$ cat config.mk
export PLATFORM = sky130hd
export DESIGN_NAME = i2c_master_byte_engine_core
export DESIGN_NICKNAME = d
export VERILOG_FILES = /design/src/rtl/i2cmbe_pkg.sv /design/src/rtl/i2cmbe_engine.sv /design/src/rtl/i2c_master_byte_engine_core.sv
export SDC_FILE = /design/constraint.sdc
export NUM_CORES = 1
export LEC_CHECK = 0
export BUFFER_PORTS_ARGS = -buffer_cell sky130_fd_sc_hd__buf_2
export CORE_MARGIN = 4
export CORE_UTILIZATION = 30
export CTS_CLUSTER_SIZE = 25
export DETAILED_ROUTE_END_ITERATION = 8
export GPL_TIMING_DRIVEN = 0
export HOLD_SLACK_MARGIN = 0.08
export SETUP_SLACK_MARGIN = 0.3
export SYNTH_ARGS = -nofsm -noshare
export SYNTH_HDL_FRONTEND = slang
export SYNTH_HIERARCHICAL = 1
export SYNTH_SLANG_ARGS = --single-unit
$ cat constraint.sdc
create_clock -name clock -period 5.1 [get_ports clock]
set_input_delay 0.765 -clock clock [delete_from_list [all_inputs] [get_ports clock]]
set_output_delay 0.765 -clock clock [all_outputs]
set_load 0.1 [all_outputs]
$ cat src/rtl/i2cmbe_pkg.sv
// Shared types and codes of the I2C master byte engine.
// Depends on nothing; imported by the engine, the top level and the checker.
package i2cmbe_pkg;

   // Command codes carried by a command word.
   localparam logic [2:0] CMD_START     = 3'd0;
   localparam logic [2:0] CMD_STOP      = 3'd1;
   localparam logic [2:0] CMD_WRITE     = 3'd2;
   localparam logic [2:0] CMD_READ_ACK  = 3'd3;
   localparam logic [2:0] CMD_READ_NACK = 3'd4;

   // Status codes returned with each result word.
   localparam logic [1:0] STAT_OK      = 2'd0;
   localparam logic [1:0] STAT_NACK    = 2'd1;
   localparam logic [1:0] STAT_TIMEOUT = 2'd2;
   localparam logic [1:0] STAT_REJECT  = 2'd3;

   // Configuration register indexes and reset values.
   localparam logic CSR_PHASE_DELAY   = 1'b0;
   localparam logic CSR_START_TIMEOUT = 1'b1;
   localparam logic [7:0]  PHASE_DELAY_RESET   = 8'd4;
   localparam logic [15:0] START_TIMEOUT_RESET = 16'd1000;

   // Input word as held in the input register.
   typedef struct packed {
      logic       kind;
      logic [2:0] command;
      logic [7:0] wdata;
      logic       sda_in;
      logic       scl_in;
   } item_type;

   // Live configuration seen by the engine.
   typedef struct packed {
      logic [7:0]  phase_delay;
      logic [15:0] start_timeout;
   } cfg_type;

   // Result word as held in the output register.
   typedef struct packed {
      logic       scl_out;
      logic       sda_out;
      logic       done_res;
      logic [1:0] status;
      logic [7:0] rdata;
      logic       ready_res;
   } result_type;

endpackage

$ cat src/rtl/i2cmbe_engine.sv
// Byte-level I2C pin sequencer: holds the operation state and computes the
// result of one word per step. Depends on i2cmbe_pkg.
module i2cmbe_engine
   import i2cmbe_pkg::*;
(
   input  logic       clock,
   input  logic       reset,
   input  logic       step,
   input  item_type   item,
   input  cfg_type    cfg,
   output result_type result
);

   // Running operation, one-hot.
   typedef enum logic [4:0] {
      OP_IDLE  = 5'b00001,
      OP_START = 5'b00010,
      OP_STOP  = 5'b00100,
      OP_WRITE = 5'b01000,
      OP_READ  = 5'b10000
   } op_type;

   // Phase numbers within an operation.
   localparam logic [3:0] PH0 = 4'd0;
   localparam logic [3:0] PH1 = 4'd1;
   localparam logic [3:0] PH2 = 4'd2;
   localparam logic [3:0] PH3 = 4'd3;
   localparam logic [3:0] PH4 = 4'd4;

   // Line drive codes, {scl, sda}; 1 means released.
   localparam logic [1:0] DRV_BOTH_HIGH = 2'b11;
   localparam logic [1:0] DRV_SCL_HIGH  = 2'b10;
   localparam logic [1:0] DRV_SDA_HIGH  = 2'b01;
   localparam logic [1:0] DRV_BOTH_LOW  = 2'b00;

   localparam logic [3:0] BITS_PER_BYTE = 4'd8;

   op_type      op_ff,    op_in;
   logic        nack_ff,  nack_in;
   logic [3:0]  phase_ff, phase_in;
   logic [3:0]  bit_ff,   bit_in;
   logic [7:0]  delay_ff, delay_in;
   logic [15:0] wait_ff,  wait_in;
   logic [7:0]  shift_ff, shift_in;
   logic [1:0]  drive_ff, drive_in;
   logic [7:0]  read_ff,  read_in;

   logic [8:0]  dly_sum;
   logic        ph_end;
   logic [7:0]  dly_next;
   logic [3:0]  bit_plus;
   logic        wbit;
   logic        abit;
   logic        done;
   logic [1:0]  status;

   // Phase hold counter: a phase ends on its phase_delay-th tick; zero acts as one.
   assign dly_sum  = {1'b0, delay_ff} + 9'd1;
   assign ph_end   = dly_sum >= {1'b0, cfg.phase_delay};
   assign dly_next = ph_end ? 8'd0 : dly_sum[7:0];
   assign bit_plus = bit_ff + 4'd1;
   assign wbit     = shift_ff[7];
   assign abit     = nack_ff;

   // Next state and result of the word in the input register.
   always_comb begin
      op_in    = op_ff;
      nack_in  = nack_ff;
      phase_in = phase_ff;
      bit_in   = bit_ff;
      delay_in = delay_ff;
      wait_in  = wait_ff;
      shift_in = shift_ff;
      drive_in = drive_ff;
      read_in  = read_ff;
      done     = 1'b0;
      status   = STAT_OK;

      if (item.kind) begin
         // Commands start an operation only when idle and the code is known.
         if (op_ff != OP_IDLE || !(item.command inside {CMD_START, CMD_STOP, CMD_WRITE,
                                                        CMD_READ_ACK, CMD_READ_NACK})) begin
            status = STAT_REJECT;
         end else begin
            case (item.command)
               CMD_START: op_in = OP_START;
               CMD_STOP:  op_in = OP_STOP;
               CMD_WRITE: op_in = OP_WRITE;
               default:   op_in = OP_READ;
            endcase
            nack_in  = item.command == CMD_READ_NACK;
            phase_in = PH0;
            bit_in   = 4'd0;
            delay_in = 8'd0;
            wait_in  = 16'd0;
            shift_in = (item.command == CMD_WRITE) ? item.wdata : 8'd0;
         end
      end else begin
         case (op_ff)
            OP_START: begin
               if (phase_ff == PH0) begin
                  // Wait for an idle bus, counting busy ticks.
                  drive_in = DRV_BOTH_HIGH;
                  if (item.sda_in && item.scl_in) begin
                     phase_in = PH1;
                     delay_in = 8'd0;
                  end else if (wait_ff >= cfg.start_timeout) begin
                     done   = 1'b1;
                     status = STAT_TIMEOUT;
                  end else begin
                     wait_in = wait_ff + 16'd1;
                  end
               end else if (phase_ff == PH1) begin
                  drive_in = DRV_BOTH_HIGH;
                  delay_in = dly_next;
                  if (ph_end) phase_in = PH2;
               end else if (phase_ff == PH2) begin
                  drive_in = DRV_SCL_HIGH;
                  delay_in = dly_next;
                  if (ph_end) phase_in = PH3;
               end else begin
                  drive_in = DRV_BOTH_LOW;
                  delay_in = dly_next;
                  done     = ph_end;
               end
            end
            OP_STOP: begin
               delay_in = dly_next;
               if (phase_ff == PH0) begin
                  drive_in = DRV_BOTH_LOW;
                  if (ph_end) phase_in = PH1;
               end else if (phase_ff == PH1) begin
                  drive_in = DRV_SCL_HIGH;
                  if (ph_end) phase_in = PH2;
               end else begin
                  drive_in = DRV_BOTH_HIGH;
                  done     = ph_end;
               end
            end
            OP_WRITE: begin
               delay_in = dly_next;
               if (phase_ff == PH0) begin
                  drive_in = {1'b0, wbit};
                  if (ph_end) phase_in = PH1;
               end else if (phase_ff == PH1) begin
                  drive_in = {1'b1, wbit};
                  if (ph_end) begin
                     shift_in = {shift_ff[6:0], 1'b0};
                     bit_in   = bit_plus;
                     phase_in = (bit_plus >= BITS_PER_BYTE) ? PH2 : PH0;
                  end
               end else if (phase_ff == PH2) begin
                  drive_in = DRV_SDA_HIGH;
                  if (ph_end) phase_in = PH3;
               end else if (phase_ff == PH3) begin
                  // Acknowledge bit is sampled on the last tick of the high phase.
                  drive_in = DRV_BOTH_HIGH;
                  if (ph_end) begin
                     shift_in = {7'd0, item.sda_in};
                     phase_in = PH4;
                  end
               end else begin
                  drive_in = DRV_SDA_HIGH;
                  done     = ph_end;
                  status   = (ph_end && shift_ff[0]) ? STAT_NACK : STAT_OK;
               end
            end
            OP_READ: begin
               delay_in = dly_next;
               if (phase_ff == PH0) begin
                  drive_in = DRV_SDA_HIGH;
                  if (ph_end) phase_in = PH1;
               end else if (phase_ff == PH1) begin
                  drive_in = DRV_BOTH_HIGH;
                  if (ph_end) begin
                     shift_in = {shift_ff[6:0], item.sda_in};
                     bit_in   = bit_plus;
                     if (bit_plus >= BITS_PER_BYTE) begin
                        read_in  = {shift_ff[6:0], item.sda_in};
                        phase_in = PH2;
                     end else begin
                        phase_in = PH0;
                     end
                  end
               end else if (phase_ff == PH2) begin
                  drive_in = DRV_SDA_HIGH;
                  if (ph_end) phase_in = PH3;
               end else if (phase_ff == PH3) begin
                  drive_in = {1'b0, abit};
                  if (ph_end) phase_in = PH4;
               end else if (phase_ff == PH4) begin
                  drive_in = {1'b1, abit};
                  if (ph_end) phase_in = PH4 + 4'd1;
               end else begin
                  drive_in = {1'b0, abit};
                  done     = ph_end;
               end
            end
            default: begin
               // Idle ticks leave everything as it is.
            end
         endcase

         // A finished operation returns to idle with its phase, bit and delay counters cleared.
         if (done) begin
            op_in    = OP_IDLE;
            phase_in = PH0;
            bit_in   = 4'd0;
            delay_in = 8'd0;
         end
      end
   end

   // Result reflects the state after this word.
   assign result.scl_out   = drive_in[1];
   assign result.sda_out   = drive_in[0];
   assign result.done_res  = done;
   assign result.status    = status;
   assign result.rdata     = read_in;
   assign result.ready_res = op_in == OP_IDLE;

   // Operation state registers.
   always_ff @(posedge clock) begin
      if (reset) begin
         op_ff    <= OP_IDLE;
         nack_ff  <= 1'b0;
         phase_ff <= PH0;
         bit_ff   <= 4'd0;
         delay_ff <= 8'd0;
         wait_ff  <= 16'd0;
         shift_ff <= 8'd0;
         drive_ff <= DRV_BOTH_HIGH;
         read_ff  <= 8'd0;
      end else if (step) begin
         op_ff    <= op_in;
         nack_ff  <= nack_in;
         phase_ff <= phase_in;
         bit_ff   <= bit_in;
         delay_ff <= delay_in;
         wait_ff  <= wait_in;
         shift_ff <= shift_in;
         drive_ff <= drive_in;
         read_ff  <= read_in;
      end
   end

endmodule

$ cat src/rtl/i2c_master_byte_engine_core.sv
// Top level of the I2C master byte engine: input register, engine, result register
// and configuration registers. Depends on i2cmbe_pkg and i2cmbe_engine.
//
//   Channel  Direction  Handshake            Contents
//   req      in         req_valid/req_ready  tick or command word
//   rsp      out        rsp_valid/rsp_ready  pin drive, done, status, read byte, ready
//   csr      in         csr_we               phase_delay (0), start_timeout (1)
//
// One word per clock cycle while the result port is not stalled; a word passes from
// the input register to the result register and is then offered at the result port.
// Every word gives exactly one result word.
// A stalled result holds the result register; the input register keeps accepting
// until it is full as well. Reset is synchronous.
module i2c_master_byte_engine_core
   import i2cmbe_pkg::*;
(
   input  logic        clock,
   input  logic        reset,
   input  logic        req_valid,
   output logic        req_ready,
   input  logic        req_kind,
   input  logic [2:0]  req_command,
   input  logic [7:0]  req_wdata,
   input  logic        req_sda_in,
   input  logic        req_scl_in,
   output logic        rsp_valid,
   input  logic        rsp_ready,
   output logic        rsp_scl_out,
   output logic        rsp_sda_out,
   output logic        rsp_done_res,
   output logic [1:0]  rsp_status,
   output logic [7:0]  rsp_rdata,
   output logic        rsp_ready_res,
   input  logic        csr_we,
   input  logic        csr_index,
   input  logic [15:0] csr_wdata
);

   logic       in_valid_ff;
   item_type   in_item_ff;
   logic       rsp_valid_ff;
   result_type rsp_ff;
   cfg_type    cfg_ff;
   result_type eng_result;
   logic       out_free;
   logic       step;

   // The word in the input register moves on when the result register can take it.
   assign out_free  = !rsp_valid_ff || rsp_ready;
   assign step      = in_valid_ff && out_free;
   assign req_ready = !in_valid_ff || step;

   // Input register.
   always_ff @(posedge clock) begin
      if (reset) begin
         in_valid_ff <= 1'b0;
      end else if (req_ready) begin
         in_valid_ff <= req_valid;
      end
   end

   always_ff @(posedge clock) begin
      if (req_valid && req_ready) begin
         in_item_ff.kind    <= req_kind;
         in_item_ff.command <= req_command;
         in_item_ff.wdata   <= req_wdata;
         in_item_ff.sda_in  <= req_sda_in;
         in_item_ff.scl_in  <= req_scl_in;
      end
   end

   // Configuration registers.
   always_ff @(posedge clock) begin
      if (reset) begin
         cfg_ff.phase_delay   <= PHASE_DELAY_RESET;
         cfg_ff.start_timeout <= START_TIMEOUT_RESET;
      end else if (csr_we) begin
         case (csr_index)
            CSR_PHASE_DELAY:   cfg_ff.phase_delay   <= csr_wdata[7:0];
            CSR_START_TIMEOUT: cfg_ff.start_timeout <= csr_wdata;
            default: begin
            end
         endcase
      end
   end

   i2cmbe_engine u_engine (
      .clock  (clock),
      .reset  (reset),
      .step   (step),
      .item   (in_item_ff),
      .cfg    (cfg_ff),
      .result (eng_result)
   );

   // Result register.
   always_ff @(posedge clock) begin
      if (reset) begin
         rsp_valid_ff <= 1'b0;
      end else if (out_free) begin
         rsp_valid_ff <= in_valid_ff;
      end
   end

   always_ff @(posedge clock) begin
      if (step) begin
         rsp_ff <= eng_result;
      end
   end

   assign rsp_valid     = rsp_valid_ff;
   assign rsp_scl_out   = rsp_ff.scl_out;
   assign rsp_sda_out   = rsp_ff.sda_out;
   assign rsp_done_res  = rsp_ff.done_res;
   assign rsp_status    = rsp_ff.status;
   assign rsp_rdata     = rsp_ff.rdata;
   assign rsp_ready_res = rsp_ff.ready_res;

endmodule

; Word level (Yosys, flattened, before mapping)
; Cells that the tools add are included.
[word_totals]
regBits = 110
in_bits = 36
elab_cells = 207
[op_classes]
addsub = 3
magnitude_cmp = 3
eq_ne = 31
n_mux = 113
n_bitwise = 2
n_reduce_logical = 31
[ops]
columns = cell, n
row1 = 8-bit 2-to-1 mux, 24
row2 = 4-bit 2-to-1 mux, 30
row3 = 16-bit 2-to-1 mux, 6
row4 = 2-bit 2-to-1 mux, 24
row5 = 8-bit one-hot mux with 2 select lines, 2
row6 = 1-bit 2-to-1 mux, 19
row7 = "16-bit by 1-bit adder with 16-bit output, second input constant", 1
row8 = 16-bit >= comparator, 1
row9 = "8-bit by 2-bit != test with 1-bit output, second input constant", 2
row10 = 4-bit one-hot mux with 4 select lines, 1
row11 = 5-bit 2-to-1 mux, 3
row12 = 5-bit one-hot mux with 3 select lines, 1
row13 = 6-bit AND reduction, 2
row14 = 3-bit nonzero test, 4
row15 = 10-bit AND reduction, 1
row16 = "8-bit by 1-bit adder with 9-bit output, second input constant", 1
row17 = 9-bit by 8-bit >= comparator with 1-bit output, 1
row18 = "3-bit by 2-bit != test with 1-bit output, second input constant", 3
row19 = "3-bit != test, second input constant", 3
row20 = 9-bit AND reduction, 1
row21 = "4-bit by 2-bit == test with 1-bit output, second input constant", 2
row22 = 2-bit one-hot mux with 4 select lines, 1
row23 = "7-bit by 2-bit != test with 1-bit output, second input constant", 1
row24 = "3-bit by 2-bit == test with 1-bit output, second input constant", 2
row25 = other kinds (35), 47

; Depth between registers and ports, before layout
[depth]
depth_word = 12
mapped_depth = 13
mapped_depth_nobuf = 12

; By module
; The synthesis kept the hierarchy.
[by_module_without_submodules]
columns = module, n_inst, cells_per_inst, area_each_um2, seq_area_each_um2
row1 = i2cmbe_engine, 1, 495, 4126.5, 1121.1
row2 = i2c_master_byte_engine_core, 1, 135, 1935.6, 1361.3

; Worst setup path before layout
; Ideal clock, no wire load.
[synth_path]
path_kind = reg2reg
startpoint = reg u_engine.delay_ff[0]
endpoint = reg rsp_ff (netlist bit rsp_rdata[0]) (data pin)
t_arrival_ns = 2.761
slack_ns = 2.079
stages_incl_launch_ff = 13
path_buffers = 1
period_less_slack_ns = 3.021
path_cell_list = dfxtp_1 -> ha_1 -> and2_1 -> nand2_1 -> xnor2_1 -> ha_1 -> a211oi_1 -> o21ai_0 -> a41oi_1 -> o21ai_2 -> buf_2 -> nand3_1 -> mux2_2
[synth_rtl]
columns = element, line_no
row1 = from (decl), i2cmbe_engine.sv:42  ; logic [7:0] delay_ff, delay_in;
row2 = from (signal assigned), i2cmbe_engine.sv:239  ; delay_ff <= delay_in;
row3 = to (signal assigned), i2c_master_byte_engine_core.sv:107  ; rsp_ff <= eng_result;
row4 = to (decl), i2c_master_byte_engine_core.sv:42  ; result_type rsp_ff;

==> results.json <==
{
  "grt_pass1_vias": 4726,
  "max-cap-violations": 0,
  "grt_antenna_before_repair": 0,
  "measured_slew_at_the_worst_slew_check_pin_ps": 1100,
  "post_drt_wl_per_cell_um": 15.0,
  "clk-insertion-delay-late_ps": 350,
  "gr-usage-met3": 0.0220,
  "synth_top_cells_by_area": "sky130_fd_sc_hd__dfxtp_1 27%, sky130_fd_sc_hd__edfxtp_1 14%, sky130_fd_sc_hd__ha_1 5.6%",
  "mappedNetlistNets": 693,
  "postSynthCellCount": 630,
  "postCtsSetupRepairBufs": 0,
  "gr-usage-met1": 0.171,
  "floorplan.die_area_um2": 22500,
  "final_layout_size_suffix_gt1_frac": 0.174,
  "clkSlewWorstSetupHoldPaths_ps": 70,
  "max-clock-path-buffers": 2,
  "site_row_count": 51,
  "worstPathCellList": "ha_1 -> and2_1 -> nand2_1 -> xnor2_1 -> ha_1 -> a211oi_1 -> o21ai_0 -> a41oi_1 -> o21ai_2 -> buf_2 -> nand3_1 -> mux2_2",
  "synth-xor-area-share": 0.0101,
  "floorplan.initialDensity": 0.308,
  "dieWidth_um": 150,
  "setup_viol": 0,
  "cts.sinks": 110,
  "synth_sequential_area_ratio": 0.409,
  "run_status": "finished, final reports clean",
  "combPwrFrac": 0.108,
  "grt_first_pass_wirelength_um": 23600,
  "final.setup.tns_ps": 0,
  "max-slew-margin-rel": 0.263,
  "via_per_inst": 5.19,
  "grt_max_degree": 19,
  "combined_buffer_and_inverter_count_along_the_critical_path": 1,
  "internal_pwr_total_mw": 1.39,
  "initialDrtViolationCount": 394,
  "finalWeightedCongestion": 0.865,
  "worst_hold_slack_ps": 467,
  "grt_overflow_total": 0,
  "cp-start-kind": "flip-flop",
  "gr-usage-met2": 0.212,
  "clock_power_share": 0.388,
  "worst-path-stages": 12,
  "critical-path-slowest-cell": "sky130_fd_sc_hd__dfxtp_1",
  "final-max-slew-violation-count": 0,
  "route.detailed.drc": 0,
  "htree_levels": 3,
  "drt_first_pass_iters": 4,
  "hold_path_class": "reg2reg",
  "boundaryPins": 52,
  "power.ir.vdd_worst_mv": 0.185,
  "final_antenna_violating_net_count": 0,
  "clock_skew_ps": 8.41,
  "synth_flop_cell": "sky130_fd_sc_hd__dfxtp_1",
  "rsz0062_at_grt": "false",
  "critical-path-top-cell-by-count": "sky130_fd_sc_hd__ha_1",
  "fmax_ghz": 0.273,
  "period_needed_ps": 3670,
  "synth_async_sr_flop_share": 0,
  "syn_avg_cell_area_um2": 9.62,
  "ratio_of_final_minimum_period_to_clock_period": 0.719,
  "synth_mux_area_frac": 0.0448,
  "tritoncts.num_buffers": 9,
  "pwr-share-seq": 0.503,
  "die_h_um": 150,
  "final.setup.worst_slack_ps": 1430,
  "arrival_ps": 3770,
  "synth_simple_gate_area_frac": 0.183,
  "clock_tree_from_tritoncts": "yes",
  "p_sw_frac": 0.258,
  "cp_slowest_stage_delay_ps": 450,
  "synth_compound_gate_area_share": 0.238,
  "reg2reg_setup_slack_ps": 1430,
  "timing.rr.end": "rsp_rdata[6]",
  "r2r_cells": 12,
  "final_nets": 755,
  "synth.lib_cells_used.distinct": 79,
  "netlist.top_cell.by_area": "sky130_fd_sc_hd__dfxtp_1",
  "crit_family": "compound AO/OA/AOI/OAI gates",
  "buffer_ports.inserted": 51,
  "total_leakage_power_nw": 2.72,
  "hpwlAfterDp_um": 10600,
  "pwr_density_cell_nw_per_um2": 268,
  "antennaDiodeCount": 0,
  "worstSetupEndpointType": "flip-flop",
  "switchingPower_mw": 0.482,
  "crit_path_max_fanout": 10,
  "post_cts_resized": 0,
  "dp_worst_setup_slack_ps": 1440,
  "yosys_warnings": 6,
  "drt_wl_total_um": 14400,
  "worstReg2RegStart": "u_engine/delay_ff[0]",
  "busiest_layer_in_global_routing": "met2",
  "synth_enable_flop_cells": 28,
  "cts_root_buf": "sky130_fd_sc_hd__clkbuf_16",
  "fp.coreArea_um2": 19700,
  "layout.cells.most_common": "sky130_fd_sc_hd__dfxtp_1",
  "synthAdderAreaFrac": 0.0557,
  "groute.usage.overall": 0.130,
  "postSynthRegisterBits": 110,
  "holdBufCountCts": 0,
  "critical_path_required_ps": 5200,
  "layout_common_cells": "82 x sky130_fd_sc_hd__dfxtp_1, 66 x sky130_fd_sc_hd__buf_2, 51 x sky130_fd_sc_hd__a21oi_1",
  "routed-via-count": 4997,
  "setup_crit_start": "u_engine/delay_ff[0]",
  "synth.cell_area_um2": 6060,
  "combinational_family_with_the_most_area_after_synthesis": "compound AO/OA/AOI/OAI gates",
  "report.final.hold_viol_count": 0,
  "yosys.area.top_type_share": 0.271,
  "path_class": "reg2reg",
  "endpoint": "rsp_rdata[6]",
  "area.growth.synth_to_final_pct": 14.8
}
[layer usage]
| metal | share of wire | vias up | wire [um] |
|---|---|---|---|
| li1 | - | 2499 | - |
| met1 | 0.47 | 2391 | 6790 |
| met2 | 0.48 | 88 | 6900 |
| met3 | 0.029 | 19 | 424 |
| met4 | 0.021 | 0 | 309 |
| met5 | 0 | - | 0 |
[cell type report]
type	count	area (um2)
fill	2065	12700
inverter	39	146
buffer	39	210
clock buffer	10	239
tap	265	332
timing repair buffer	51	255
multi-input combinational	442	3220
sequential	110	2480
clock inverter	6	68.8
[metrics by stage]
stage	power, mW	cell area, um2	cells	utilization
final	1.87	6960	962	0.354
after global routing	1.95	6960	962	0.354
after CTS	1.90	6960	962	0.354
after detailed placement	1.16	6650	946	0.338
after global placement	1.16	6650	946	0.338
after floorplan	1.10	6060	630	-
[state kept, by name, summed over array words and instances, names as in the netlist, 2 cells and up]
register,flops
u_engine/drive_ff,2
rsp_status,2
cfg_ff,24
in_item_ff,14
u_engine/delay_ff,8
u_engine/wait_ff,16
rsp_rdata,8
u_engine/read_ff,8
u_engine/op_ff,5
u_engine/shift_ff,8
u_engine/phase_ff,4
u_engine/bit_ff,4
[worst register-to-register path: stages (launching register included)]
cell and delay (ps):
sky130_fd_sc_hd__dfxtp_1 450, sky130_fd_sc_hd__ha_1 310, sky130_fd_sc_hd__and2_1 190, sky130_fd_sc_hd__nand2_1 110
sky130_fd_sc_hd__xnor2_1 190, sky130_fd_sc_hd__ha_1 270, sky130_fd_sc_hd__a211oi_1 190, sky130_fd_sc_hd__o21ai_0 120
sky130_fd_sc_hd__a41oi_1 340, sky130_fd_sc_hd__o21ai_2 230, sky130_fd_sc_hd__buf_2 260, sky130_fd_sc_hd__nand3_1 350
sky130_fd_sc_hd__mux2_2 410
[power by group through the flow]
| stage | clock network, mW | logic [mW] | registers [mW] |
|---|---|---|---|
| 2_1_floorplan | 0 | 0.113 | 0.991 |
| 3_3_place_gp | 0 | 0.202 | 0.961 |
| 3_5_place_dp | 0 | 0.203 | 0.961 |
| 4_1_cts | 0.756 | 0.204 | 0.941 |
| 5_1_grt | 0.782 | 0.221 | 0.944 |
| 6_report | 0.725 | 0.202 | 0.940 |
[logic make-up after synthesis]
logic type                 after synthesis
adders and majority gates               27
DFF                                    110
and+or+nand+nor                        195
buffers and inverters                   78
AOI/OAI and AO/OA                      187
xor gates and xnor gates                 7
muxes                                   26
[cells in the mapped netlist, types with 3 or more instances]
cell type	number
sky130_fd_sc_hd__mux2i_1	17
sky130_fd_sc_hd__o211ai_1	3
sky130_fd_sc_hd__and2_1	7
sky130_fd_sc_hd__a21o_1	6
sky130_fd_sc_hd__o31ai_1	16
sky130_fd_sc_hd__a22oi_1	9
sky130_fd_sc_hd__or4_1	16
sky130_fd_sc_hd__o21ai_1	5
sky130_fd_sc_hd__xor2_1	3
sky130_fd_sc_hd__a22o_1	7
sky130_fd_sc_hd__a21oi_2	4
sky130_fd_sc_hd__nand2b_1	17
sky130_fd_sc_hd__nor3_1	9
sky130_fd_sc_hd__nand4_1	9
sky130_fd_sc_hd__clkbuf_1	14
sky130_fd_sc_hd__xnor2_1	4
sky130_fd_sc_hd__nor4_1	4
sky130_fd_sc_hd__buf_6	4
sky130_fd_sc_hd__o21ai_0	14
sky130_fd_sc_hd__nor2_1	31
sky130_fd_sc_hd__a311oi_1	11
sky130_fd_sc_hd__a41oi_1	4
sky130_fd_sc_hd__nand4bb_1	4
sky130_fd_sc_hd__ha_1	27
sky130_fd_sc_hd__buf_2	15
sky130_fd_sc_hd__mux2_2	9
sky130_fd_sc_hd__inv_1	39
sky130_fd_sc_hd__and4_1	3
sky130_fd_sc_hd__a211o_1	9
sky130_fd_sc_hd__and3_1	14
sky130_fd_sc_hd__dfxtp_1	82
sky130_fd_sc_hd__buf_4	4
sky130_fd_sc_hd__or3_1	3
sky130_fd_sc_hd__o21a_1	4
sky130_fd_sc_hd__nand3_1	30
sky130_fd_sc_hd__a21oi_1	51
sky130_fd_sc_hd__a21bo_1	7
sky130_fd_sc_hd__nor2b_1	5
sky130_fd_sc_hd__edfxtp_1	28
sky130_fd_sc_hd__nand2_1	32
[worst min-delay path by stage]
stage	start	endpoint	depth (start not counted)
6_report	cfg_ff[6]	cfg_ff[6]	1
5_1_grt	cfg_ff[6]	cfg_ff[6]	1
4_1_cts	cfg_ff[6]	cfg_ff[6]	1
3_5_place_dp	cfg_ff[6]	cfg_ff[6]	1
3_3_place_gp	cfg_ff[8]	cfg_ff[8]	1
2_1_floorplan	in_valid_ff	rsp_valid	2
(Power assumes the default switching activity.)
